## config.mk

```make
export PLATFORM = sky130hd
export DESIGN_NAME = triangle_tangent_frame_core
export DESIGN_NICKNAME = d
export VERILOG_FILES = /design/src/rtl/core/ttf_pkg.sv /design/src/rtl/core/triangle_tangent_frame_core.sv /design/src/rtl/core/ttf_norm.sv /design/src/rtl/core/ttf_datapath.sv /design/src/rtl/core/ttf_ctrl.sv
export VERILOG_INCLUDE_DIRS = /design/src /design/src/rtl/core
export SDC_FILE = /design/constraint.sdc
export NUM_CORES = 2
export LEC_CHECK = 0
export BUFFER_PORTS_ARGS = -buffer_cell sky130_fd_sc_hd__buf_2
export CAP_MARGIN = 20
export CORE_MARGIN = 10
export CORE_UTILIZATION = 35
export DETAILED_ROUTE_END_ITERATION = 8
export MAX_ROUTING_LAYER = met4
export SYNTH_ARGS = -nofsm -noshare
export SYNTH_HDL_FRONTEND = slang
export SYNTH_SLANG_ARGS = --single-unit
```

## constraint.sdc

```tcl
create_clock -name clk_i -period 19.9 [get_ports clk_i]
set_clock_uncertainty 0.15 [all_clocks]
set_input_delay 2.985 -clock clk_i [delete_from_list [all_inputs] [get_ports clk_i]]
set_output_delay 2.985 -clock clk_i [all_outputs]
set_load 0.02 [all_outputs]
```

## src/rtl/core/triangle_tangent_frame_core_assert.svh

```systemverilog
// Assertion macros shared by the tangent frame core.
// Depends on clk_i and rst_ni being present in the module that uses them.
`ifndef TRIANGLE_TANGENT_FRAME_CORE_ASSERT_SVH
`define TRIANGLE_TANGENT_FRAME_CORE_ASSERT_SVH
`ifndef ASSERT_OFF
`define TTF_ASSERT(name, prop, msg) \
  name: assert property (@(posedge clk_i) disable iff (!rst_ni) prop) else $error(msg);
`define TTF_ASSERT_NEVER(name, cond, msg) \
  name: assert property (@(posedge clk_i) disable iff (!rst_ni) !(cond)) else $error(msg);
`else
`define TTF_ASSERT(name, prop, msg)
`define TTF_ASSERT_NEVER(name, cond, msg)
`endif
`endif

```

## src/rtl/core/ttf_pkg.sv

```systemverilog
// Package for the tangent frame core: widths, slot and corner codes,
// and the command and status structs between controller and datapath.
package ttf_pkg;

  localparam int INDEX_BITS = 16;
  localparam int IDX_KEEP   = (INDEX_BITS < 16) ? INDEX_BITS : 16;
  localparam int IDX_W      = 16;
  localparam int POS_W      = 32;
  localparam int NRM_W      = 16;
  localparam int UNIT_W     = 16;
  localparam int VEC_W      = 35;

  localparam logic [1:0] SLOT_V0 = 2'd0;
  localparam logic [1:0] SLOT_V1 = 2'd1;
  localparam logic [1:0] SLOT_V2 = 2'd2;

  localparam logic [1:0] CORNER_0 = 2'd0;
  localparam logic [1:0] CORNER_1 = 2'd1;
  localparam logic [1:0] CORNER_2 = 2'd2;

  localparam logic [2:0] CROSS_LAST = 3'd5;

  typedef struct packed {
    logic       load;
    logic [1:0] slot;
    logic [1:0] corner;
    logic       odd;
    logic       tan_go;
    logic       tan_save;
    logic       cross_en;
    logic [2:0] cross_step;
    logic       bin_go;
    logic       put;
  } ttf_cmd_t;

  typedef struct packed {
    logic norm_done;
  } ttf_sts_t;

endpackage

```

## src/rtl/core/triangle_tangent_frame_core.sv

```systemverilog
// Top level of the tangent frame core: controller plus datapath.
// Depends on ttf_pkg, ttf_ctrl, ttf_datapath and ttf_norm.
//
//   channel | direction | handshake              | payload
//   in      | input     | in_valid_i/in_ready_o  | vertex index, position, normal, first flag
//   out     | output    | out_valid_o/out_ready_i| corner index, tangent, binormal, last flag
//
// The first two vertices of a triangle are only loaded into the held corners.
// The third runs three corners; each corner uses the shared normalizer twice
// (a shift search, 21 root steps and a divide per component; a zero vector
// ends after the shift search) plus the cross product and the output of the
// corner.
// Reset clears all control state; no clearing pass is needed.
// A stalled output holds the result register and the sequence waits for it.
module triangle_tangent_frame_core (
  input  logic                              clk_i,
  input  logic                              rst_ni,
  input  logic                              in_valid_i,
  output logic                              in_ready_o,
  input  logic [ttf_pkg::IDX_W-1:0]         vertex_index_i,
  input  logic signed [ttf_pkg::POS_W-1:0]  pos_x_i,
  input  logic signed [ttf_pkg::POS_W-1:0]  pos_y_i,
  input  logic signed [ttf_pkg::POS_W-1:0]  pos_z_i,
  input  logic signed [ttf_pkg::NRM_W-1:0]  norm_x_i,
  input  logic signed [ttf_pkg::NRM_W-1:0]  norm_y_i,
  input  logic signed [ttf_pkg::NRM_W-1:0]  norm_z_i,
  input  logic                              first_of_mesh_i,
  output logic                              out_valid_o,
  input  logic                              out_ready_i,
  output logic [ttf_pkg::IDX_W-1:0]         out_index_o,
  output logic signed [ttf_pkg::UNIT_W-1:0] tan_x_o,
  output logic signed [ttf_pkg::UNIT_W-1:0] tan_y_o,
  output logic signed [ttf_pkg::UNIT_W-1:0] tan_z_o,
  output logic signed [ttf_pkg::UNIT_W-1:0] bin_x_o,
  output logic signed [ttf_pkg::UNIT_W-1:0] bin_y_o,
  output logic signed [ttf_pkg::UNIT_W-1:0] bin_z_o,
  output logic                              last_of_triangle_o
);
  import ttf_pkg::*;

  ttf_cmd_t cmd;
  ttf_sts_t sts;

  ttf_ctrl u_ctrl (
    .clk_i       (clk_i),
    .rst_ni      (rst_ni),
    .in_valid_i  (in_valid_i),
    .first_i     (first_of_mesh_i),
    .out_ready_i (out_ready_i),
    .in_ready_o  (in_ready_o),
    .out_valid_o (out_valid_o),
    .cmd_o       (cmd),
    .sts_i       (sts)
  );

  ttf_datapath u_dp (
    .clk_i              (clk_i),
    .rst_ni             (rst_ni),
    .cmd_i              (cmd),
    .sts_o              (sts),
    .vertex_index_i     (vertex_index_i),
    .pos_x_i            (pos_x_i),
    .pos_y_i            (pos_y_i),
    .pos_z_i            (pos_z_i),
    .norm_x_i           (norm_x_i),
    .norm_y_i           (norm_y_i),
    .norm_z_i           (norm_z_i),
    .out_index_o        (out_index_o),
    .tan_x_o            (tan_x_o),
    .tan_y_o            (tan_y_o),
    .tan_z_o            (tan_z_o),
    .bin_x_o            (bin_x_o),
    .bin_y_o            (bin_y_o),
    .bin_z_o            (bin_z_o),
    .last_of_triangle_o (last_of_triangle_o)
  );

endmodule

```

## src/rtl/core/ttf_norm.sv

```systemverilog
// Iterative vector normalizer: block-shift, sum of squares, digit-by-digit
// square root and restoring division per component. Uses ttf_pkg.
module ttf_norm (
  input  logic                             clk_i,
  input  logic                             rst_ni,
  input  logic                             start_i,
  input  logic signed [ttf_pkg::VEC_W-1:0] vec_i [3],
  output logic                             done_o,
  output logic signed [ttf_pkg::UNIT_W-1:0] res_o [3]
);
  import ttf_pkg::*;

  typedef enum logic [2:0] {N_IDLE, N_SHIFT, N_SQ, N_ROOT, N_DLOAD, N_DIV} phase_e;

  localparam logic [41:0] ROOT_TOP   = 42'h1 << 40;
  localparam logic [4:0]  ROOT_LAST  = 5'd20;
  localparam logic [4:0]  DIV_LAST   = 5'd14;
  localparam logic [1:0]  COMP_LAST  = 2'd2;

  phase_e                     phase_q;
  logic [VEC_W-1:0]           m_q [3];
  logic                       neg_q [3];
  logic [41:0]                s_q, x_q, r_q;
  logic [21:0]                rem_q;
  logic [14:0]                low_q, quo_q;
  logic [4:0]                 cnt_q;
  logic [1:0]                 k_q;
  logic signed [UNIT_W-1:0]   res_q [3];
  logic                       done_q;

  logic [VEC_W-1:0] mx;
  logic [39:0]      sq;
  logic [41:0]      bit_w;
  logic [42:0]      trial;
  logic [20:0]      len;
  logic [35:0]      num;
  logic [22:0]      rem2, dvs;
  logic             ge;
  logic [14:0]      quo_n;

  always_comb begin
    mx = m_q[0];
    if (m_q[1] > mx) mx = m_q[1];
    if (m_q[2] > mx) mx = m_q[2];
    sq    = m_q[k_q][19:0] * m_q[k_q][19:0];
    bit_w = ROOT_TOP >> {cnt_q, 1'b0};
    trial = {1'b0, r_q} + {1'b0, bit_w};
    len   = r_q[20:0];
    num   = {1'b0, m_q[k_q][19:0], 15'b0} + 36'(len);
    rem2  = {rem_q, low_q[14]};
    dvs   = {1'b0, len, 1'b0};
    ge    = (rem2 >= dvs);
    quo_n = {quo_q[13:0], ge};
  end

  always_ff @(posedge clk_i or negedge rst_ni) begin
    if (!rst_ni) begin
      phase_q <= N_IDLE;
      done_q  <= 1'b0;
      cnt_q   <= '0;
      k_q     <= '0;
      s_q     <= '0;
      x_q     <= '0;
      r_q     <= '0;
      rem_q   <= '0;
      low_q   <= '0;
      quo_q   <= '0;
      for (int i = 0; i < 3; i++) begin
        m_q[i]   <= '0;
        neg_q[i] <= 1'b0;
        res_q[i] <= '0;
      end
    end else begin
      done_q <= 1'b0;
      case (phase_q)
        N_IDLE: begin
          if (start_i) begin
            for (int i = 0; i < 3; i++) begin
              neg_q[i] <= vec_i[i][VEC_W-1];
              m_q[i]   <= vec_i[i][VEC_W-1] ? VEC_W'(-vec_i[i]) : VEC_W'(vec_i[i]);
            end
            phase_q <= N_SHIFT;
          end
        end
        N_SHIFT: begin
          if (mx == '0) begin
            for (int i = 0; i < 3; i++) res_q[i] <= '0;
            done_q  <= 1'b1;
            phase_q <= N_IDLE;
          end else if (|mx[VEC_W-1:20]) begin
            for (int i = 0; i < 3; i++) m_q[i] <= m_q[i] >> 1;
          end else if (!mx[19]) begin
            for (int i = 0; i < 3; i++) m_q[i] <= m_q[i] << 1;
          end else begin
            s_q     <= '0;
            k_q     <= '0;
            phase_q <= N_SQ;
          end
        end
        N_SQ: begin
          s_q <= s_q + 42'(sq);
          if (k_q == COMP_LAST) begin
            x_q     <= s_q + 42'(sq);
            r_q     <= '0;
            cnt_q   <= '0;
            phase_q <= N_ROOT;
          end else begin
            k_q <= k_q + 2'd1;
          end
        end
        N_ROOT: begin
          if ({1'b0, x_q} >= trial) begin
            x_q <= x_q - trial[41:0];
            r_q <= (r_q >> 1) + bit_w;
          end else begin
            r_q <= r_q >> 1;
          end
          if (cnt_q == ROOT_LAST) begin
            k_q     <= '0;
            phase_q <= N_DLOAD;
          end else begin
            cnt_q <= cnt_q + 5'd1;
          end
        end
        N_DLOAD: begin
          rem_q   <= 22'(num[35:15]);
          low_q   <= num[14:0];
          quo_q   <= '0;
          cnt_q   <= '0;
          phase_q <= N_DIV;
        end
        N_DIV: begin
          rem_q <= ge ? 22'(rem2 - dvs) : rem2[21:0];
          low_q <= low_q << 1;
          quo_q <= quo_n;
          if (cnt_q == DIV_LAST) begin
            res_q[k_q] <= neg_q[k_q] ? -UNIT_W'({1'b0, quo_n}) : UNIT_W'({1'b0, quo_n});
            if (k_q == COMP_LAST) begin
              done_q  <= 1'b1;
              phase_q <= N_IDLE;
            end else begin
              k_q     <= k_q + 2'd1;
              phase_q <= N_DLOAD;
            end
          end else begin
            cnt_q <= cnt_q + 5'd1;
          end
        end
        default: phase_q <= N_IDLE;
      endcase
    end
  end

  assign done_o = done_q;
  assign res_o  = res_q;

endmodule

```

## src/rtl/core/ttf_datapath.sv

```systemverilog
// Datapath: held corners, edge difference, cross product on one multiplier,
// the shared normalizer and the output registers. Uses ttf_pkg and ttf_norm.
module ttf_datapath (
  input  logic                              clk_i,
  input  logic                              rst_ni,
  input  ttf_pkg::ttf_cmd_t                 cmd_i,
  output ttf_pkg::ttf_sts_t                 sts_o,
  input  logic [ttf_pkg::IDX_W-1:0]         vertex_index_i,
  input  logic signed [ttf_pkg::POS_W-1:0]  pos_x_i,
  input  logic signed [ttf_pkg::POS_W-1:0]  pos_y_i,
  input  logic signed [ttf_pkg::POS_W-1:0]  pos_z_i,
  input  logic signed [ttf_pkg::NRM_W-1:0]  norm_x_i,
  input  logic signed [ttf_pkg::NRM_W-1:0]  norm_y_i,
  input  logic signed [ttf_pkg::NRM_W-1:0]  norm_z_i,
  output logic [ttf_pkg::IDX_W-1:0]         out_index_o,
  output logic signed [ttf_pkg::UNIT_W-1:0] tan_x_o,
  output logic signed [ttf_pkg::UNIT_W-1:0] tan_y_o,
  output logic signed [ttf_pkg::UNIT_W-1:0] tan_z_o,
  output logic signed [ttf_pkg::UNIT_W-1:0] bin_x_o,
  output logic signed [ttf_pkg::UNIT_W-1:0] bin_y_o,
  output logic signed [ttf_pkg::UNIT_W-1:0] bin_z_o,
  output logic                              last_of_triangle_o
);
  import ttf_pkg::*;

  logic signed [POS_W-1:0]  pos_q [3][3];
  logic signed [NRM_W-1:0]  nrm_q [3][3];
  logic [IDX_KEEP-1:0]      idx_q [3];
  logic signed [UNIT_W-1:0] t_q [3];
  logic signed [31:0]       acc_q;
  logic signed [32:0]       c_q [3];

  logic [IDX_W-1:0]         oidx_q;
  logic signed [UNIT_W-1:0] otan_q [3];
  logic signed [UNIT_W-1:0] obin_q [3];
  logic                     olast_q;

  logic signed [POS_W:0]    diff [3];
  logic signed [NRM_W-1:0]  nsel [3];
  logic [IDX_KEEP-1:0]      isel;
  logic signed [15:0]       mul_a, mul_b;
  logic signed [31:0]       prod;
  logic signed [VEC_W-1:0]  nvec [3];
  logic                     nstart;
  logic                     ndone;
  logic signed [UNIT_W-1:0] nres [3];

  always_comb begin
    for (int k = 0; k < 3; k++) begin
      case (cmd_i.corner)
        CORNER_0: begin
          diff[k] = 33'(pos_q[1][k]) - 33'(pos_q[0][k]);
          nsel[k] = nrm_q[0][k];
        end
        CORNER_1: begin
          diff[k] = 33'(pos_q[1][k]) - 33'(pos_q[2][k]);
          nsel[k] = nrm_q[1][k];
        end
        default: begin
          diff[k] = 33'(pos_q[0][k]) - 33'(pos_q[2][k]);
          nsel[k] = nrm_q[2][k];
        end
      endcase
      if (cmd_i.odd) diff[k] = -diff[k];
      nvec[k] = cmd_i.tan_go ? VEC_W'(diff[k]) : VEC_W'(c_q[k]);
    end
    case (cmd_i.corner)
      CORNER_0: isel = idx_q[0];
      CORNER_1: isel = idx_q[1];
      default:  isel = idx_q[2];
    endcase
    case (cmd_i.cross_step)
      3'd0:    begin mul_a = nsel[1]; mul_b = t_q[2]; end
      3'd1:    begin mul_a = nsel[2]; mul_b = t_q[1]; end
      3'd2:    begin mul_a = nsel[2]; mul_b = t_q[0]; end
      3'd3:    begin mul_a = nsel[0]; mul_b = t_q[2]; end
      3'd4:    begin mul_a = nsel[0]; mul_b = t_q[1]; end
      default: begin mul_a = nsel[1]; mul_b = t_q[0]; end
    endcase
    prod   = mul_a * mul_b;
    nstart = cmd_i.tan_go | cmd_i.bin_go;
  end

  ttf_norm u_norm (
    .clk_i   (clk_i),
    .rst_ni  (rst_ni),
    .start_i (nstart),
    .vec_i   (nvec),
    .done_o  (ndone),
    .res_o   (nres)
  );

  always_ff @(posedge clk_i) begin
    if (cmd_i.load) begin
      idx_q[cmd_i.slot]    <= vertex_index_i[IDX_KEEP-1:0];
      pos_q[cmd_i.slot][0] <= pos_x_i;
      pos_q[cmd_i.slot][1] <= pos_y_i;
      pos_q[cmd_i.slot][2] <= pos_z_i;
      nrm_q[cmd_i.slot][0] <= norm_x_i;
      nrm_q[cmd_i.slot][1] <= norm_y_i;
      nrm_q[cmd_i.slot][2] <= norm_z_i;
    end
    if (cmd_i.tan_save) t_q <= nres;
    if (cmd_i.cross_en) begin
      if (!cmd_i.cross_step[0]) begin
        acc_q <= prod;
      end else begin
        c_q[cmd_i.cross_step[2:1]] <= 33'(acc_q) - 33'(prod);
      end
    end
    if (cmd_i.put) begin
      oidx_q  <= IDX_W'(isel);
      otan_q  <= t_q;
      obin_q  <= nres;
      olast_q <= (cmd_i.corner == CORNER_2);
    end
  end

  assign sts_o.norm_done  = ndone;
  assign out_index_o      = oidx_q;
  assign tan_x_o          = otan_q[0];
  assign tan_y_o          = otan_q[1];
  assign tan_z_o          = otan_q[2];
  assign bin_x_o          = obin_q[0];
  assign bin_y_o          = obin_q[1];
  assign bin_z_o          = obin_q[2];
  assign last_of_triangle_o = olast_q;

endmodule

```

## src/rtl/core/ttf_ctrl.sv

```systemverilog
// Controller: corner count, triangle parity and the per-corner sequence
// of tangent, cross product, binormal and output. Uses ttf_pkg.
`include "triangle_tangent_frame_core_assert.svh"
module ttf_ctrl (
  input  logic              clk_i,
  input  logic              rst_ni,
  input  logic              in_valid_i,
  input  logic              first_i,
  input  logic              out_ready_i,
  output logic              in_ready_o,
  output logic              out_valid_o,
  output ttf_pkg::ttf_cmd_t cmd_o,
  input  ttf_pkg::ttf_sts_t sts_i
);
  import ttf_pkg::*;

  typedef enum logic [2:0] {
    S_IN, S_TAN_GO, S_TAN_WAIT, S_CROSS, S_BIN_GO, S_BIN_WAIT, S_PUT
  } state_e;

  state_e     state_q, state_d;
  logic [1:0] count_q, count_d;
  logic       odd_q, odd_d;
  logic [1:0] corner_q, corner_d;
  logic [2:0] step_q, step_d;
  logic       out_valid_q, out_valid_d;
  logic [1:0] eff;

  always_comb begin
    state_d     = state_q;
    count_d     = count_q;
    odd_d       = odd_q;
    corner_d    = corner_q;
    step_d      = step_q;
    out_valid_d = out_valid_q;
    cmd_o            = '0;
    cmd_o.corner     = corner_q;
    cmd_o.odd        = odd_q;
    cmd_o.cross_step = step_q;
    eff = first_i ? SLOT_V0 : count_q;
    if (out_valid_q && out_ready_i) out_valid_d = 1'b0;
    case (state_q)
      S_IN: begin
        cmd_o.slot = eff;
        if (in_valid_i) begin
          cmd_o.load = 1'b1;
          if (first_i) odd_d = 1'b0;
          if (eff == SLOT_V2) begin
            count_d  = SLOT_V0;
            corner_d = CORNER_0;
            state_d  = S_TAN_GO;
          end else begin
            count_d = eff + 2'd1;
          end
        end
      end
      S_TAN_GO: begin
        cmd_o.tan_go = 1'b1;
        state_d      = S_TAN_WAIT;
      end
      S_TAN_WAIT: begin
        if (sts_i.norm_done) begin
          cmd_o.tan_save = 1'b1;
          step_d         = '0;
          state_d        = S_CROSS;
        end
      end
      S_CROSS: begin
        cmd_o.cross_en = 1'b1;
        if (step_q == CROSS_LAST) begin
          state_d = S_BIN_GO;
        end else begin
          step_d = step_q + 3'd1;
        end
      end
      S_BIN_GO: begin
        cmd_o.bin_go = 1'b1;
        state_d      = S_BIN_WAIT;
      end
      S_BIN_WAIT: begin
        if (sts_i.norm_done) state_d = S_PUT;
      end
      S_PUT: begin
        if (!out_valid_q || out_ready_i) begin
          cmd_o.put   = 1'b1;
          out_valid_d = 1'b1;
          if (corner_q == CORNER_2) begin
            odd_d   = !odd_q;
            state_d = S_IN;
          end else begin
            corner_d = corner_q + 2'd1;
            state_d  = S_TAN_GO;
          end
        end
      end
      default: state_d = S_IN;
    endcase
  end

  always_ff @(posedge clk_i or negedge rst_ni) begin
    if (!rst_ni) begin
      state_q     <= S_IN;
      count_q     <= SLOT_V0;
      odd_q       <= 1'b0;
      corner_q    <= CORNER_0;
      step_q      <= '0;
      out_valid_q <= 1'b0;
    end else begin
      state_q     <= state_d;
      count_q     <= count_d;
      odd_q       <= odd_d;
      corner_q    <= corner_d;
      step_q      <= step_d;
      out_valid_q <= out_valid_d;
    end
  end

  assign in_ready_o  = (state_q == S_IN);
  assign out_valid_o = out_valid_q;

  `TTF_ASSERT_NEVER(a_count_range, count_q == 2'd3, "corner count out of range")
  `TTF_ASSERT_NEVER(a_done_unexpected, sts_i.norm_done && !(state_q == S_TAN_WAIT || state_q == S_BIN_WAIT), "normalizer finished outside a wait state")
  `TTF_ASSERT(a_third_starts, (state_q == S_IN && in_valid_i && !first_i && count_q == SLOT_V2) |=> (state_q == S_TAN_GO), "third corner did not start a triangle")
  `TTF_ASSERT(a_put_free, cmd_o.put |-> (!out_valid_q || out_ready_i), "result overwrote a pending item")

endmodule

```

# Yosys cells after proc, flatten, opt, wreduce, memory -nomap -nowiden
# Memories as Yosys holds them, arrays and structs flattened.
# Cells that the tools add are included.
totals:
  in_bits: 165
  out_inout_bits: 115
  regBits: 549
  memories: 4
  mem_bits_rw: 579
memory_table:
  columns: ["name", "depth", "word_bits", "read_ports", "rd_ports_with_merged_regs", "wr", "line_no", "source"]
  rows:
  - ["u_dp.pos_q", 3, 96, 3, 0, 1, "ttf_datapath.sv:26", "logic signed [POS_W-1:0] pos_q [3][3];"]
  - ["u_dp.nrm_q", 3, 48, 3, 0, 1, "ttf_datapath.sv:27", "logic signed [NRM_W-1:0] nrm_q [3][3];"]
  - ["u_dp.c_q", 3, 33, 3, 0, 1, "ttf_datapath.sv:31", "logic signed [32:0] c_q [3];"]
  - ["u_dp.idx_q", 3, 16, 3, 0, 1, "ttf_datapath.sv:28", "logic [IDX_KEEP-1:0] idx_q [3];"]
classes:
  n_addsub: 28
  magnitude_cmp: 6
  n_reduce_logical: 39
  n_eq_ne: 46
  n_mux: 116
  mul: 2
  bitwise_logic: 3
  n_shift: 1
op_table:
  columns: ["cell", "count"]
  rows:
  - ["two-way mux 105 bit", 4]
  - ["subtractor 32 x 32 -> 33 bit", 10]
  - ["two-way mux 42 bit", 7]
  - ["two-way mux 35 bit", 8]
  - ["one-hot mux 42 bit (2 select lines)", 3]
  - ["one-hot mux 105 bit (2 select lines)", 1]
  - ["one-hot mux 33 bit (2 select lines)", 3]
  - ["one-hot mux 16 bit (2 select lines)", 6]
  - ["negator 35 bit", 3]
  - ["two-way mux 33 bit", 3]
  - ["negator 33 bit", 3]
  - ["two-way mux 48 bit", 2]
  - ["one-hot mux 48 bit (2 select lines)", 1]
  - ["binary-select mux 35 bit (select 2 bit)", 1]
  - ["> comparator 35 bit", 2]
  - ["two-way mux 3 bit", 17]
  - ["bitwise mux 48 bit", 1]
  - ["one-hot mux 22 bit (2 select lines)", 1]
  - ["adder 42 x 42 -> 43 bit", 1]
  - [">= comparator 42 x 43 -> 1 bit", 1]
  - ["adder 41 x 42 -> 42 bit", 1]
  - ["adder 42 x 40 -> 42 bit", 1]
  - [">> shifter 41 x 6 -> 42 bit (first input constant)", 1]
  - ["subtractor 42 bit", 1]
  - ["other kinds (56)", 159]

# Longest topological paths before layout
# An unclocked memory read counts as a cell.
logic_depth:
  depth_word: 10
  mapped_depth: 55
  depth_no_buf: 43

# Hierarchy
# From an unflattened synthesis, not the netlist that was laid out.
unflattened:
  hier_cells: 9833
  hier_area_um2: 93658.6
by_module_without_submodules:
  columns: ["mod", "seq_area_each_um2", "cells_per_inst", "n_inst", "area_each_um2"]
  rows:
  - ["ttf_datapath", 23182.2, 5035, 1, 53521.3]
  - ["ttf_norm", 8608.3, 4709, 1, 39345.2]
  - ["ttf_ctrl", 300.3, 89, 1, 792.0]

# Worst setup path after synthesis
# Ideal clock, no wire load.
synth_timing:
  path_kind: "input port to flip-flop"
  startpoint: "input port in_valid_i"
  endpoint: "memory u_dp.idx_q[1][0] (netlist name), enable pin"
  required_time_ns: 18.620
  setup_slack_ns: -0.860
  arrival_ns: 19.479
  cell_stages: 2
  path_buffers: 0
  path_cell_list: "nand2_1 > nor4b_1"
synth_via:
  elab_chain_len: 4
synth_rtl:
  columns: ["element", "line_no", "source"]
  rows:
  - ["start: declaration", "triangle_tangent_frame_core.sv:18", "input logic in_valid_i,"]
  - ["two-way mux 1 bit", "ttf_ctrl.sv:45", "if (in_valid_i) begin"]
  - ["two-way mux 3 bit", "ttf_ctrl.sv:42", "case (state_q)"]
  - ["two-way mux 1 bit", "ttf_datapath.sv:94", "if (cmd_i.load) begin"]
  - ["two-way mux 1 bit (implied by the code)", "ttf_datapath.sv:95", "idx_q[cmd_i.slot] <= vertex_index_i[IDX_KEEP-1:0];"]
  - ["end: declaration", "ttf_datapath.sv:28", null]
# No other way between the ends.

# Worst setup path in the final report
layout_timing:
  startpoint: "register u_ctrl.step_q[1]"
  endpoint: "memory u_dp.c_q[2][30] (data pin)"
layout_via:
  elab_chain_len: 5
  word_cells_on_any_way: 13
  classes_between: "1 x add/sub; 1 x mul; 4 x eq/ne; 2 x mux; 5 x reduce/logical"
layout_rtl:
  columns: ["element", "line_no", "source"]
  rows:
  - ["start: declaration", "ttf_ctrl.sv:25", "logic [2:0] step_q, step_d;"]
  - ["start signal: assignment", "ttf_ctrl.sv:113", "step_q <= step_d;"]
  - ["equality test 3 x 2 -> 1 bit, or another cell as far along", "ttf_datapath.sv:72", "case (cmd_i.cross_step)"]
  - ["OR reduction 2 bit (no source line)", null, null]
  - ["one-hot mux 16 bit (2 select lines)", "ttf_datapath.sv:72", null]
  - ["multiplier 16 x 16 -> 32 bit *", "ttf_datapath.sv:80", "prod = mul_a * mul_b;"]
  - ["via u_dp.prod[18]", "ttf_datapath.sv:42", "logic signed [31:0] prod;"]
  - ["subtractor 32 x 32 -> 33 bit *", "ttf_datapath.sv:108", "c_q[cmd_i.cross_step[2:1]] <= 33'(acc_q) - 33'(prod);"]
  - ["end: declaration", "ttf_datapath.sv:31", null]
# Mark *: on every way through the listed nets, which the timed path passes. The rest lies on a longest branch.

==> impl_metrics.toml <==
[synthesis]
synth-seq-cells = 1128
ys.flop_type = "edfxtp_1"
ys_top_cells_by_count = "inv_1 (989), nand2_1 (894), edfxtp_1 (772)"
avgSynthCellArea_sq_um = 9.74
yosys.area.top_type = "edfxtp_1"
synthArstFlopShare_pct = 31.6
synth_seq_area_share_pct = 34.9
ys_types = 108
ys_warn_count = 0
synth.area.top_cells = "edfxtp_1 (25%), fa_1 (13%), dfrtp_1 (9.7%)"
yosysMostFrequentCell = "inv_1"
postSynthCellCount = 9452
mappedNetlistArea_sq_um = 92000
synth_edf_count = 772
synth_top_cell_area_share_pct = 25.2
synth_nets = 10900

[clock_network]
clock_latency_ps = 820
post_cts_buffers = 0
clock_sinks = 1128
clk_pin_slew_ps = 60
cts_resized = 0
cts_root_buffer = "clkbuf_16"
cts_buffer_depth = 3
cts_tree = "yes"
postCtsHoldBufs = 0
cts_buffers = 134
htree_levels = 4

[worst_setup_path]
slowest_stage = "o221ai_1"
path_buf_inv = 7
end_kind = "flip-flop"
crit_fanout = 30
cp.required_ps = 20380
arrival_ps = 13190
cp_top_family = "adder cells"
crit_path_max_incr_delay_ps = 720
start_kind = "flip-flop"
critPathKind = "flip-flop to flip-flop"

[flow_run]
cap_violations = 0

[global_route]
grt_pass1_vias = 72700
grt_usage_pct = 19.6
grt_max_degree = 140
grt.overflow.total = 0
antenna_found_initial = 29
grt_pass1_wl_microns = 433000

[route]
wl_microns = 279000
via_per_inst = 5.44
first_pass_iters = 6
remaining_drc_errors = 0
wl_per_cell_microns = 21.0
vias = 72200
drt_iter0_drc = 5824
antenna_left = 0

[sta]
slew_violations = 0
setup_viol = 0
fin_crit_sh_pct = 63.9
hold_violations = 0
fin_crit_ps = 12710
worstMarginPinSlew_ps = 1260
rsz0062_at_grt = "no"
max_freq_ghz = 0.0787
slew_headroom_pct = 15.5
setup_tns_ps = 0

[floorplan]
die_w_microns = 533
core_sq_um = 262000
fp-row-count = 188
die-area_sq_um = 284000
die_h_microns = 533
start_util_pct = 35.1
io_pins = 280

[place]
port_buffers = 279
dp_hpwl_microns = 213000
gp_congestion = 0.932

[final_layout]
nets = 11000
drive_gt1_share_pct = 8.10
area_delta_synth_final_pct = 11.1

[run_status]
status = "completed"

[hold_path]
min_path_type = "flip-flop to flip-flop"
per-stage QoR:
stage / hold WS [ps] / cells / cell area, sq um / util (%) / setup slack [ps]
global route: 314 / 13300 / 102000 / 39.0 / 6270
floorplan: 277 / 9452 / 92000 / - / 474
global placement: 290 / 13000 / 97500 / 37.2 / 7360
finish: 313 / 13300 / 102000 / 39.0 / 7190
CTS: 300 / 13200 / 102000 / 38.9 / 7140
detailed placement: 288 / 13000 / 97600 / 37.2 / 7160
worst paths after layout:
path | slack, ps | depth (start not counted) | from | to
max in group asynchronous | 15210 | 3 | rst_ni | u_dp.u_norm.m_q[12]$_DFFE_PN0P_
worst max register to register | 7190 | 40 | u_ctrl.step_q[1]$_DFFE_PN0P_ | u_dp.c_q[2][30]$_DFFE_PP_
worst max-delay path | 7190 | 40 | u_ctrl.step_q[1]$_DFFE_PN0P_ | u_dp.c_q[2][30]$_DFFE_PP_
worst min-delay path | 310 | 0 | u_dp.t_q[22]$_DFFE_PP_ | u_dp.tan_y_o[6]$_DFFE_PP_
min in group asynchronous | 2100 | 1 | rst_ni | u_dp.u_norm.res_o[31]$_DFFE_PN0P_
worst min register to register | 310 | 0 | u_dp.t_q[22]$_DFFE_PP_ | u_dp.tan_y_o[6]$_DFFE_PP_
sequential cells by signal (all words and copies together), names as in the netlist, 22 cells and up:
name and count:
u_dp.acc_q 32, u_dp.nrm_q 144, u_dp.u_norm.r_q 42, u_dp.t_q 48
u_dp.idx_q 48, u_dp.pos_q 288, u_dp.u_norm.m_q 105, u_dp.u_norm.x_q 42
u_dp.u_norm.s_q 42, u_dp.u_norm.rem_q 22, u_dp.c_q 99, u_dp.u_norm.res_o 48
cell type report:
type	instances	area (sq um)
Antenna cell	25	62.6
Clock buffer	176	3750
Clock inverter	69	732
Fill cell	25800	160000
Inverter	995	3730
Multi-Input combinational cell	6953	54900
Sequential cell	1128	32100
Tap cell	3515	4400
Timing Repair Buffer	410	2500
per-layer routing:
metal | routed length (microns) | track usage [%]
met3 | 15200 | 2.76
met5 | 0 | -
met4 | 8090 | 5.56
met2 | 134000 | 32.1
met1 | 122000 | 25.4
kinds of logic (layout without fill, tap and decap cells):
family / Yosys count / count (layout) / share of synthesized area (%)
adders and majority gates: 1250 / 1250 / 21.8
buffers and inverters: 1371 / 1650 / 5.66
AOI/OAI and AO/OA: 2290 / 2290 / 16.2
DFF: 1128 / 1128 / 34.9
xor gates and xnor gates: 516 / 516 / 4.91
muxes: 336 / 336 / 3.69
and+or+nand+nor: 2561 / 2561 / 12.9
other: 0 / 25 / 0
placed cells by master, fill, tap and decap left out, drive strengths merged, types with 73 or more instances in the layout:
| master | n |
|---|---|
| nand3 | 131 |
| a31oi | 107 |
| fa | 592 |
| clkbuf | 176 |
| nor2b | 81 |
| nor2 | 721 |
| o21a | 77 |
| ha | 648 |
| xor2 | 208 |
| nor3 | 204 |
| nand2 | 894 |
| a21oi | 610 |
| mux2i | 311 |
| dfrtp | 356 |
| inv | 998 |
| a21o | 218 |
| buf | 410 |
| edfxtp | 772 |
| xnor2 | 308 |
| nand2b | 73 |
| o21ai | 509 |
Power is not shown: default switching activity piles up to over one toggle a cycle in this logic, so the estimate is an artifact.
